--- config.mk ---
export PLATFORM = sky130hd
export DESIGN_NAME = irc_line_tokenizer_unit_flat
export DESIGN_NICKNAME = d
export VERILOG_FILES = /design/src/rtl/irclt_pkg.sv /design/src/rtl/irclt_stream_if.sv /design/src/rtl/irc_line_tokenizer_unit.sv /design/src/flat_wrapper.sv
export VERILOG_INCLUDE_DIRS = /design/src /design/src/rtl
export SDC_FILE = /design/constraint.sdc
export NUM_CORES = 1
export LEC_CHECK = 0
export ABC_AREA = 1
export BUFFER_PORTS_ARGS = -buffer_cell sky130_fd_sc_hd__buf_2
export CORE_MARGIN = 2
export CORE_UTILIZATION = 37
export CTS_CLUSTER_DIAMETER = 60
export CTS_CLUSTER_SIZE = 16
export DETAILED_ROUTE_END_ITERATION = 8
export PLACE_DENSITY_LB_ADDON = 0.08
export REMOVE_ABC_BUFFERS = 1
export SETUP_SLACK_MARGIN = 0.4
export SLEW_MARGIN = 25
export SYNTH_ARGS = -nofsm -noshare
export SYNTH_HDL_FRONTEND = slang
export SYNTH_SLANG_ARGS = --single-unit
--- constraint.sdc ---
create_clock -name clk -period 2.41 [get_ports clk]
set_clock_uncertainty 0.2 [all_clocks]
set_input_delay 0.3615 -clock clk [delete_from_list [all_inputs] [get_ports clk]]
set_output_delay 0.3615 -clock clk [all_outputs]
set_load 0.05 [all_outputs]
--- src/rtl/assert_macros.svh ---
// Assertion helpers used by the tokenizer RTL.
`ifndef ASSERT_MACROS_SVH
`define ASSERT_MACROS_SVH

// Same-cycle implication, disabled while reset is asserted.
`define AST_IMPLY(label, clk, rst_n, ante, cons, msg) \
	label: assert property (@(posedge clk) disable iff (!(rst_n)) (ante) |-> (cons)) \
		else $error(msg);

// Next-cycle implication, disabled while reset is asserted.
`define AST_NEXT(label, clk, rst_n, ante, cons, msg) \
	label: assert property (@(posedge clk) disable iff (!(rst_n)) (ante) |=> (cons)) \
		else $error(msg);

`endif

--- src/rtl/irclt_pkg.sv ---
`timescale 1ns / 1ps
`default_nettype none

package irclt_pkg;

	localparam int unsigned PARAM_COUNT_MAX = 255;

	localparam logic [7:0] CH_COLON = 8'h3A;
	localparam logic [7:0] CH_SPACE = 8'h20;
	localparam logic [7:0] CH_CR    = 8'h0D;
	localparam logic [7:0] CH_LOW_A = 8'h61;
	localparam logic [7:0] CH_LOW_Z = 8'h7A;
	localparam logic [7:0] CH_UP_A  = 8'h41;

	localparam logic [1:0] KIND_PREFIX   = 2'd0;
	localparam logic [1:0] KIND_VERB     = 2'd1;
	localparam logic [1:0] KIND_PARAM    = 2'd2;
	localparam logic [1:0] KIND_TRAILING = 2'd3;

	localparam logic [1:0] ST_OK           = 2'd0;
	localparam logic [1:0] ST_BLANK        = 2'd1;
	localparam logic [1:0] ST_EMPTY_PREFIX = 2'd2;
	localparam logic [1:0] ST_NO_VERB      = 2'd3;

	typedef struct packed {
		logic [7:0] line_byte;
		logic       last_byte;
	} in_item_t;

	typedef struct packed {
		logic [7:0] out_char;
		logic       char_valid;
		logic [1:0] field_kind;
		logic [7:0] param_index;
		logic       token_start;
		logic       line_end;
		logic [1:0] status;
		logic       has_trailing;
		logic [7:0] param_count;
	} out_item_t;

endpackage

`default_nettype wire

--- src/rtl/irclt_stream_if.sv ---
`timescale 1ns / 1ps
`default_nettype none

interface irclt_stream_if #(
	parameter type payload_t = logic
);
	logic     valid;
	logic     ready;
	payload_t data;

	modport source (output valid, output data, input ready);
	modport sink (input valid, input data, output ready);
endinterface

`default_nettype wire

--- src/rtl/irc_line_tokenizer_unit.sv ---
`timescale 1ns / 1ps
`default_nettype none
`include "assert_macros.svh"

// IRC line tokenizer.
// rx carries one byte of a message line per word (line_byte, last_byte).
// tx carries one result word for each byte that is kept as field data, and
// one for the last byte of every line even when that byte is dropped; the
// last result also carries status, has_trailing and param_count.
// A byte taken from rx is held in an input register and classified by a
// small mode machine; its result word goes into the output register that
// drives tx. Throughput: one byte per cycle while tx does not stall.
// When tx stalls, the output register holds its word and the input register
// holds the next byte; rx.ready then drops until tx takes the waiting word.
// Reset clears the mode machine, the counters and both valid flags; the
// block is ready for a new line right after reset. After each last byte the
// parser returns to its reset state by itself.
module irc_line_tokenizer_unit #(
	parameter int unsigned PARAM_COUNT_MAX = irclt_pkg::PARAM_COUNT_MAX
) (
	input  wire logic      clk,
	input  wire logic      arst_n,
	irclt_stream_if.sink   rx,
	irclt_stream_if.source tx
);

	localparam logic [3:0] M_SKIP        = 4'd0;
	localparam logic [3:0] M_PFX_FIRST   = 4'd1;
	localparam logic [3:0] M_PFX         = 4'd2;
	localparam logic [3:0] M_PFX_GAP     = 4'd3;
	localparam logic [3:0] M_VERB        = 4'd4;
	localparam logic [3:0] M_GAP         = 4'd5;
	localparam logic [3:0] M_PARAM       = 4'd6;
	localparam logic [3:0] M_TRAIL_FIRST = 4'd7;
	localparam logic [3:0] M_TRAIL       = 4'd8;
	localparam logic [3:0] M_ERR         = 4'd9;

	localparam logic [7:0] CNT_MAX = 8'(PARAM_COUNT_MAX);
	localparam logic [7:0] CASE_OFS = irclt_pkg::CH_LOW_A - irclt_pkg::CH_UP_A;

	logic                 valid_s1;
	irclt_pkg::in_item_t  item_s1;

	logic [3:0] mode_q;
	logic [7:0] params_q;
	logic       trail_q;
	logic [1:0] err_q;
	logic [7:0] slot_q;

	logic [3:0] nxt_mode;
	logic [7:0] nxt_params;
	logic       nxt_trail;
	logic [1:0] nxt_err;
	logic [7:0] nxt_slot;

	logic       cr_drop;
	logic [7:0] folded;
	logic       emit;
	logic [7:0] ch;
	logic [1:0] kind;
	logic [7:0] idx;
	logic       start;
	logic [1:0] status;
	logic       has_result;

	irclt_pkg::out_item_t res;
	irclt_pkg::out_item_t out_q;
	logic                 out_valid_q;

	logic out_free;
	logic adv;

	assign out_free = !out_valid_q || tx.ready;
	assign adv      = valid_s1 && out_free;
	assign rx.ready = !valid_s1 || out_free;
	assign tx.valid = out_valid_q;
	assign tx.data  = out_q;

	assign cr_drop = item_s1.last_byte && (item_s1.line_byte == irclt_pkg::CH_CR);
	assign folded  = ((item_s1.line_byte >= irclt_pkg::CH_LOW_A) &&
	                  (item_s1.line_byte <= irclt_pkg::CH_LOW_Z)) ?
	                 (item_s1.line_byte - CASE_OFS) : item_s1.line_byte;

	always_comb begin
		nxt_mode   = mode_q;
		nxt_params = params_q;
		nxt_trail  = trail_q;
		nxt_err    = err_q;
		nxt_slot   = slot_q;
		emit       = 1'b0;
		ch         = 8'd0;
		kind       = irclt_pkg::KIND_PREFIX;
		idx        = 8'd0;
		start      = 1'b0;
		if (!cr_drop) begin
			case (mode_q)
				M_SKIP: begin
					if (item_s1.line_byte == irclt_pkg::CH_COLON) begin
						nxt_mode = M_PFX_FIRST;
					end else if (item_s1.line_byte != irclt_pkg::CH_SPACE) begin
						emit     = 1'b1;
						ch       = folded;
						kind     = irclt_pkg::KIND_VERB;
						start    = 1'b1;
						nxt_mode = M_VERB;
					end
				end
				M_PFX_FIRST: begin
					if (item_s1.line_byte == irclt_pkg::CH_SPACE) begin
						nxt_err  = irclt_pkg::ST_EMPTY_PREFIX;
						nxt_mode = M_ERR;
					end else begin
						emit     = 1'b1;
						ch       = item_s1.line_byte;
						start    = 1'b1;
						nxt_mode = M_PFX;
					end
				end
				M_PFX: begin
					if (item_s1.line_byte == irclt_pkg::CH_SPACE) begin
						nxt_mode = M_PFX_GAP;
					end else begin
						emit = 1'b1;
						ch   = item_s1.line_byte;
					end
				end
				M_PFX_GAP: begin
					if (item_s1.line_byte != irclt_pkg::CH_SPACE) begin
						emit     = 1'b1;
						ch       = folded;
						kind     = irclt_pkg::KIND_VERB;
						start    = 1'b1;
						nxt_mode = M_VERB;
					end
				end
				M_VERB: begin
					if (item_s1.line_byte == irclt_pkg::CH_SPACE) begin
						nxt_mode = M_GAP;
					end else begin
						emit = 1'b1;
						ch   = folded;
						kind = irclt_pkg::KIND_VERB;
					end
				end
				M_GAP: begin
					if (item_s1.line_byte == irclt_pkg::CH_COLON) begin
						nxt_trail = 1'b1;
						nxt_mode  = M_TRAIL_FIRST;
					end else if (item_s1.line_byte != irclt_pkg::CH_SPACE) begin
						// The new parameter takes the count as its index; the count stops at max.
						nxt_slot = params_q;
						if (params_q < CNT_MAX) begin
							nxt_params = params_q + 8'd1;
						end
						emit     = 1'b1;
						ch       = item_s1.line_byte;
						kind     = irclt_pkg::KIND_PARAM;
						idx      = params_q;
						start    = 1'b1;
						nxt_mode = M_PARAM;
					end
				end
				M_PARAM: begin
					if (item_s1.line_byte == irclt_pkg::CH_SPACE) begin
						nxt_mode = M_GAP;
					end else begin
						emit = 1'b1;
						ch   = item_s1.line_byte;
						kind = irclt_pkg::KIND_PARAM;
						idx  = slot_q;
					end
				end
				M_TRAIL_FIRST: begin
					emit     = 1'b1;
					ch       = item_s1.line_byte;
					kind     = irclt_pkg::KIND_TRAILING;
					idx      = params_q;
					start    = 1'b1;
					nxt_mode = M_TRAIL;
				end
				M_TRAIL: begin
					emit = 1'b1;
					ch   = item_s1.line_byte;
					kind = irclt_pkg::KIND_TRAILING;
					idx  = params_q;
				end
				default: begin
				end
			endcase
		end
	end

	always_comb begin
		case (nxt_mode)
			M_SKIP:                        status = irclt_pkg::ST_BLANK;
			M_PFX_FIRST, M_PFX, M_PFX_GAP: status = irclt_pkg::ST_NO_VERB;
			M_VERB, M_GAP, M_PARAM,
			M_TRAIL_FIRST, M_TRAIL:        status = irclt_pkg::ST_OK;
			default:                       status = nxt_err;
		endcase
	end

	always_comb begin
		has_result       = emit || item_s1.last_byte;
		res.out_char     = ch;
		res.char_valid   = emit;
		res.field_kind   = kind;
		res.param_index  = idx;
		res.token_start  = start;
		res.line_end     = item_s1.last_byte;
		res.status       = item_s1.last_byte ? status : irclt_pkg::ST_OK;
		res.has_trailing = item_s1.last_byte && (status == irclt_pkg::ST_OK) && nxt_trail;
		res.param_count  = (item_s1.last_byte && (status == irclt_pkg::ST_OK)) ?
		                   nxt_params : 8'd0;
	end

	always_ff @(posedge clk or negedge arst_n) begin
		if (!arst_n) begin
			valid_s1 <= 1'b0;
		end else if (rx.ready) begin
			valid_s1 <= rx.valid;
		end
	end

	always_ff @(posedge clk) begin
		if (rx.valid && rx.ready) begin
			item_s1 <= rx.data;
		end
	end

	always_ff @(posedge clk or negedge arst_n) begin
		if (!arst_n) begin
			mode_q   <= M_SKIP;
			params_q <= 8'd0;
			trail_q  <= 1'b0;
			err_q    <= irclt_pkg::ST_OK;
			slot_q   <= 8'd0;
		end else if (adv) begin
			if (item_s1.last_byte) begin
				mode_q   <= M_SKIP;
				params_q <= 8'd0;
				trail_q  <= 1'b0;
				err_q    <= irclt_pkg::ST_OK;
				slot_q   <= 8'd0;
			end else begin
				mode_q   <= nxt_mode;
				params_q <= nxt_params;
				trail_q  <= nxt_trail;
				err_q    <= nxt_err;
				slot_q   <= nxt_slot;
			end
		end
	end

	always_ff @(posedge clk or negedge arst_n) begin
		if (!arst_n) begin
			out_valid_q <= 1'b0;
		end else if (out_free) begin
			out_valid_q <= valid_s1 && has_result;
		end
	end

	always_ff @(posedge clk) begin
		if (adv && has_result) begin
			out_q <= res;
		end
	end

	`AST_IMPLY(a_bare_word_is_line_end, clk, arst_n,
		tx.valid && !tx.data.char_valid, tx.data.line_end,
		"result word without a byte that does not end a line")
	`AST_IMPLY(a_error_has_no_summary, clk, arst_n,
		tx.valid && tx.data.line_end && (tx.data.status != irclt_pkg::ST_OK),
		!tx.data.has_trailing && (tx.data.param_count == 8'd0),
		"error status word carries a parameter summary")
	`AST_NEXT(a_line_end_resets_parser, clk, arst_n,
		adv && item_s1.last_byte,
		(mode_q == M_SKIP) && (params_q == 8'd0) && !trail_q,
		"parser state not cleared after the last byte of a line")
	`AST_IMPLY(a_count_bounded, clk, arst_n,
		1'b1, params_q <= CNT_MAX,
		"parameter count above its saturation limit")

endmodule

`default_nettype wire

--- src/flat_wrapper.sv ---
// flat-port wrapper written by rule: the top's interface ports become plain ports
module irc_line_tokenizer_unit_flat 
#(
	parameter int unsigned PARAM_COUNT_MAX = irclt_pkg::PARAM_COUNT_MAX
)
  (clk, arst_n, rx_valid, rx_data, rx_ready, tx_valid, tx_data, tx_ready);
  irclt_stream_if #(.payload_t(irclt_pkg::in_item_t)) rx_i ();
  irclt_stream_if #(.payload_t(irclt_pkg::out_item_t)) tx_i ();
  input  wire logic clk;
  input  wire logic arst_n;
  input wire logic [$bits(rx_i.valid)-1:0] rx_valid;
  input wire logic [$bits(rx_i.data)-1:0] rx_data;
  output wire logic [$bits(rx_i.ready)-1:0] rx_ready;
  output wire logic [$bits(tx_i.valid)-1:0] tx_valid;
  output wire logic [$bits(tx_i.data)-1:0] tx_data;
  input wire logic [$bits(tx_i.ready)-1:0] tx_ready;
  assign rx_i.valid = rx_valid;
  assign rx_i.data = rx_data;
  assign rx_ready = rx_i.ready;
  assign tx_valid = tx_i.valid;
  assign tx_data = tx_i.data;
  assign tx_i.ready = tx_ready;
  irc_line_tokenizer_unit #(.PARAM_COUNT_MAX(PARAM_COUNT_MAX)) u_core (.clk(clk), .arst_n(arst_n), .rx(rx_i), .tx(tx_i));
endmodule
* Word level (Yosys, flattened, before mapping)
Cells that the tools add are included.
** Word-level totals
- Flip-flop bits (word level) :: 66
- Input bits :: 13
- Output and inout bits :: 34
- Logic and storage cells :: 126
** Cells by class
- $add $sub $neg :: 2
- $lt $le $gt $ge :: 3
- Equality and inequality tests :: 22
- Mux-type cells :: 55
- Reductions and logical operators :: 26
** Operator list (count)
- 2-to-1 mux 8 bit :: 21
- one-hot mux 8 bit (6 select lines) :: 1
- 2-to-1 mux 4 bit :: 9
- equality test 4 x 3 -> 1 bit, second input constant :: 8
- one-hot mux 4 bit (7 select lines) :: 1
- one-hot mux 8 bit (3 select lines) :: 1
- equality test 4 x 2 -> 1 bit, second input constant :: 4
- equality test 8 x 6 -> 1 bit, second input constant :: 2
- 2-to-1 mux 2 bit :: 8
- one-hot mux 2 bit (6 select lines) :: 1
- 2-to-1 mux 1 bit :: 10
- adder 8 x 1 -> 8 bit, second input constant :: 1
- equality test 4 x 1 -> 1 bit, second input constant :: 2
- equality test 4 bit, second input constant :: 2
- equality test 8 x 4 -> 1 bit, second input constant :: 1
- >= comparator 8 x 7 -> 1 bit, second input constant :: 1
- <= comparator 8 x 7 -> 1 bit, second input constant :: 1
- logical AND 1 bit :: 8
- zero test 4 bit :: 2
- less-than comparator 8 bit, second input constant :: 1
- != test 8 x 6 -> 1 bit, second input constant :: 1
- one-hot mux 1 bit (4 select lines) :: 2
- subtractor 8 x 6 -> 8 bit, second input constant :: 1
- one-hot mux 2 bit (3 select lines) :: 1
- other kinds (10) :: 18

* Depth between registers and ports, before layout
- Depth after elaboration :: 11
- Depth in mapped cells :: 15
- Mapped depth without buffers :: 15

* Worst setup path before layout
OpenSTA, ideal clock, no wires.
- Path type :: register -> register
- From :: register u_core.item_s1[6] in the netlist's numbering
- To :: register u_core.out_q, in the netlist u_core.tx.data[0], enable pin
- Library setup time :: 0.387 ns
- Arrival time :: 1.943 ns
- Required time :: 1.823 ns
- Slack :: -0.119 ns
- Cell stages (with the launch flop) :: 11
- Path buffers :: 0
- Clock period less this slack :: 2.529 ns
- Cell sequence :: edfxtp_1 ha_1 nand3_2 nor2_8 inv_4 nand3_1 nand2_1 nor3_1 nand2_1 nand2_1 inv_1
** On the way
- Longest elaborated chain between the ends :: 7
- Elaborated cells on any way between the ends :: 12
- Classes of those cells :: 4 x eq/ne; 5 x mux; 3 x reduce/logical
** RTL lines
- start, declared :: RTL line irc_line_tokenizer_unit.sv:42 : irclt_pkg::in_item_t item_s1;
- start signal, assigned :: RTL line irc_line_tokenizer_unit.sv:227 : item_s1 <= rx.data;
- != test 8 x 6 -> 1 bit :: RTL line irc_line_tokenizer_unit.sv:100, irc_line_tokenizer_unit.sv:128, irc_line_tokenizer_unit.sv:149
- 2-to-1 mux 1 bit :: RTL line irc_line_tokenizer_unit.sv:100, irc_line_tokenizer_unit.sv:128, irc_line_tokenizer_unit.sv:149
- 2-to-1 mux 1 bit :: RTL line irc_line_tokenizer_unit.sv:146 : if (item_s1.line_byte == irclt_pkg::CH_COLON) begin
- one-hot mux 1 bit (4 select lines) :: RTL line irc_line_tokenizer_unit.sv:96 : case (mode_q)
- 2-to-1 mux 1 bit (*) :: RTL line irc_line_tokenizer_unit.sv:95 : if (!cr_drop) begin
- logical OR 1 bit (*) :: RTL line irc_line_tokenizer_unit.sv:204 : has_result = emit || item_s1.last_byte;
- logical AND 1 bit (*) :: RTL line irc_line_tokenizer_unit.sv:264 : if (adv && has_result) begin
- end signal, assigned :: RTL line irc_line_tokenizer_unit.sv:265 : out_q <= res;
- end, declared :: RTL line irc_line_tokenizer_unit.sv:67 : irclt_pkg::out_item_t out_q;
Every way passes the cells marked *; elsewhere a longest branch is shown, timed or not.
A chain may end at the register's enable or synchronous reset.

* Final worst setup path
- From :: register u_core.item_s1[7] in the netlist's numbering
- To :: register u_core.out_q, in the netlist u_core.tx.data[2], data pin
** On the way
- Longest elaborated chain between the ends :: 10
- Elaborated cells on any way between the ends :: 35
- Classes of those cells :: 12 x eq/ne; 17 x mux; 6 x reduce/logical
** RTL lines
- != test 8 x 6 -> 1 bit :: RTL line irc_line_tokenizer_unit.sv:100, irc_line_tokenizer_unit.sv:128, irc_line_tokenizer_unit.sv:149
- 2-to-1 mux 4 bit (on tied branches) :: RTL line irc_line_tokenizer_unit.sv:149, irc_line_tokenizer_unit.sv:100, irc_line_tokenizer_unit.sv:128
- 2-to-1 mux 4 bit (on tied branches) :: RTL line irc_line_tokenizer_unit.sv:146, irc_line_tokenizer_unit.sv:98
- one-hot mux 4 bit (7 select lines) :: RTL line irc_line_tokenizer_unit.sv:96
- 2-to-1 mux 4 bit :: RTL line irc_line_tokenizer_unit.sv:95
- equality test 4 x 3 -> 1 bit (tied with other cells) :: RTL line irc_line_tokenizer_unit.sv:194 : case (nxt_mode)
- OR reduction 5 bit / OR reduction 3 bit (equally long branches) :: RTL line irc_line_tokenizer_unit.sv:194
- one-hot mux 2 bit (3 select lines) :: RTL line irc_line_tokenizer_unit.sv:194
- zero test 2 bit :: RTL line irc_line_tokenizer_unit.sv:213 : res.param_count = (item_s1.last_byte && (status == irclt_pkg::ST_OK)) ?
- logical AND 1 bit :: RTL line irc_line_tokenizer_unit.sv:213
Parallel ways exist; a longest one is shown, timed or not.

==> results.txt <==
Relative area change from synthesis to final layout - 56.9%
Distinct cell type count after synthesis - 32
Antenna Violating Nets Remaining - 0
Element type at the critical path end - flip-flop
Clock share of power - 0.224
DRC violation count after routing - 0
Sequential share of the synthesized area - 0.547
Insertion delay of the later-clocked pin in the worst-skew pair - 0.36 ns
Initial antenna violation count - 0
Total track usage - 0.202
Number of buffers between clock root and the deepest sink - 2
RSZ-0062 raised after global routing - yes
Commonest cells after routing, fill and taps aside - sky130_fd_sc_hd__buf_2, sky130_fd_sc_hd__nand2_1, sky130_fd_sc_hd__edfxtp_1
Cell taking the most area after synthesis - sky130_fd_sc_hd__edfxtp_1
Worst hold path type - in -> reg
Total setup violations reported at the end of the flow - 0
Core footprint - 0.00881 sq mm
Number of input and output port buffers inserted - 46
H-tree lvl count - 3
Number of vias per cell after detailed routing - 5.15
Post-route fraction of the period consumed by the critical path - 0.959
Final worst hold slack - 0.0305 ns
Final HPWL from detailed placement - 6220 um
Largest cells by area after synthesis - sky130_fd_sc_hd__edfxtp_1, sky130_fd_sc_hd__dfrtp_1, sky130_fd_sc_hd__nand2_1, sky130_fd_sc_hd__inv_1, sky130_fd_sc_hd__nor2_1
Final weighted congestion in routability-driven placement - 0.863
Pin slew with the least headroom to its limit - 0.624 ns
Met2 capacity usage during global routing - 0.333
Required time of the worst setup path - 2.42 ns
Leakage component of the power - 2.30 nW
Synth warnings - 0
Post-Syn Area - 0.00339 sq mm
Switch share - 0.412
Largest net degree at the start of global routing - 26
Cell count after synthesis - 349
Vias in the first global route - 2953
Most Used Layer, Global Route - met2
Commonest non-fill, non-tap cell in the layout - sky130_fd_sc_hd__buf_2
Met1 Usage GRT - 0.263
TritonCTS Sinks - 66
Power share of the combinational group - 0.446
Vertical die dimension - 99.8 um
Num CTS Buffers - 9
Clock slew at the register clock pins of the worst setup and hold paths - 0.09 ns
Number of instances in the placed design - 519
Via total after detailed routing - 3032
Complex-gate fraction of the synthesized area - 0.0996
Final Hold Vio Count - 0
Fill cell instance count of the final layout - 725
Number of max-slew violations in the final report - 0
Internal portion of total power - 2.76 mW
Fin cells - 589
Total I/O pin count - 47
Average instance area after synthesis - 9.72 sq um
Seq cells post-synth - 66
Maximum clock rate - 433 MHz
Count of antenna diodes in the layout - 0
Crit path DAT - 2.32 ns
Simple-gate share of the synthesized area - 0.258
Total power per unit cell area - 882 mW/mm^2
Grt ovf - 0
Highest fanout seen on the critical path - 6
Post-synthesis adder-cell area fraction - 0.0111
TritonCTS clock tree - yes
Slew HR - 0.584
Total detailed-routing wirelength - 10000 um
X dimension of the die - 99.8 um
Maximum Capacitance Violations - 0
Overall die area - 0.00995 sq mm
Proportion of synthesized area in mux cells - 0
Starting utilization of the core area - 0.385
Start-to-end type of the worst setup path - reg -> reg
Startpoint type of the worst setup path - flip-flop
Final nets - 492
Drt initial violations - 125
Share of the synthesized area in the top cell type - 0.363
Sequential Power Share - 0.331
Result of the run - completed
Met3 usage in global routing - 0.0408
Cell at the root of the clock tree - sky130_fd_sc_hd__clkbuf_8
Synthesized-area fraction occupied by xor and xnor cells - 0.0129
Fin crit period - 2.31 ns
First-pass iteration count of the detailed router - 5
Net load switching power - 1.93 mW
Fraction of layout instances using a drive strength above 1 - 0.547
WL per Instance - 17.0 um
First-pass GRT wire length - 15300 um
Combinational family with the most area after synthesis - simple AND/OR/NAND/NOR gates
Number of rows in the core area - 34
Worst-case vdd ir drop - 0.428 mV
-- stage by stage --
stage	setup slack (ns)	utilization	area [sq um]	setup TNS (ns)	power (mW)
2_1_floorplan	-0.130	-	3380	-4.16	2.64
3_3_place_gp	0.120	0.443	3900	0	3.10
3_5_place_dp	0.0224	0.443	3900	0	3.10
4_1_cts	0.146	0.554	4880	0	4.55
5_1_grt	-0.0544	0.604	5320	-0.339	4.89
6_report	0.0986	0.604	5320	0	4.69
-- cells in the mapped netlist (all sizes together) --
| cell | n |
|---|---|
| nand2 | 68 |
| a21oi | 9 |
| nor2 | 47 |
| ha | 3 |
| o22ai | 22 |
| a31o | 1 |
| o21ai | 12 |
| a22oi | 8 |
| o31ai | 1 |
| clkbuf | 3 |
| clkinv | 2 |
| dfrtp | 25 |
| inv | 59 |
| nand3 | 16 |
| nand4 | 4 |
| nor4 | 2 |
| edfxtp | 41 |
| a31oi | 3 |
| nor3 | 18 |
| xor2 | 5 |
-- power groups by stage --
stage                     combinational [mW]  sequential (mW)  clock, mW
after floorplan                        0.460             2.18          0
after detailed placement                1.52             1.58          0
after global placement                  1.52             1.58          0
after global routing                    2.21             1.57       1.11
final                                   2.09             1.55       1.05
after CTS                               1.94             1.55       1.06
-- registers in the layout (all words and copies together), names as in the netlist --
name and flops:
u_core.slot_q 8, u_core.params_q 8, u_core.tx.valid 1, u_core.trail_q 1, u_core.valid_s1 1, u_core.tx.data 32
u_core.mode_q 4, u_core.err_q 2, u_core.item_s1 9
-- layout make-up --
cell class	instances	area, sq um	share of cell area
Timing Repair Buffer	117	965	0.181
Clock buffer	9	124	0.0233
Clock inverter	7	93.8	0.0176
Tap cell	108	135	0.0254
Sequential cell	66	1860	0.350
Inverter	61	251	0.0472
Multi-Input combinational cell	221	1890	0.355
-- repair_timing --
action,CTS,global route
endpoints found under the setup margin,66,80
resized for setup,84,71
setup buffers,25,14
pin swaps,18,24
hold buffers,10,0
cloned,4,1
hold endpoints to repair,34,0
-- cell families (layout without fill, tap and decap cells) --
kind of cell | after synthesis | after routing
flip-flops | 66 | 66
buffers and inverters | 64 | 194
XOR/XNOR | 5 | 5
AO/OA/AOI/OAI | 56 | 56
AND/OR/NAND/NOR | 155 | 157
adder cells (fa/ha/maj) | 3 | 3
-- critical path, cell delays in order, from the launching register on --
cell	delay, ns
sky130_fd_sc_hd__edfxtp_1	0.42
sky130_fd_sc_hd__inv_2	0.11
sky130_fd_sc_hd__ha_4	0.15
sky130_fd_sc_hd__nand3_4	0.10
sky130_fd_sc_hd__nor2_8	0.16
sky130_fd_sc_hd__inv_6	0.06
sky130_fd_sc_hd__nand2_4	0.06
sky130_fd_sc_hd__nand4_1	0.09
sky130_fd_sc_hd__nand2_2	0.09
sky130_fd_sc_hd__nand4_1	0.21
sky130_fd_sc_hd__nand3_2	0.20
sky130_fd_sc_hd__nand2_2	0.13
sky130_fd_sc_hd__nor3_2	0.18
-- worst paths after layout --
kind | depth (start not counted) | slack (ns) | startpoint | to
setup / recovery | 12 | 0.1 | u_core.item_s1[7] | u_core.tx.data[2]
hold / removal | 3 | 0.03 | rx_valid | u_core.valid_s1
setup reg to reg | 12 | 0.1 | u_core.item_s1[7] | u_core.tx.data[2]
hold reg to reg | 2 | 0.30 | u_core.err_q[0] | u_core.err_q[0]
max in group asynchronous | 2 | 1.21 | arst_n | u_core.mode_q[1]
min in group asynchronous | 2 | 0.35 | arst_n | u_core.slot_q[3]
-- routing by layer --
metal / vias up / share of wire
li1: 1448 / -
met1: 1473 / 0.43
met2: 86 / 0.49
met3: 25 / 0.043
met4: 0 / 0.033
met5: - / 0
Note: power is estimated with default switching activity, not from simulation.
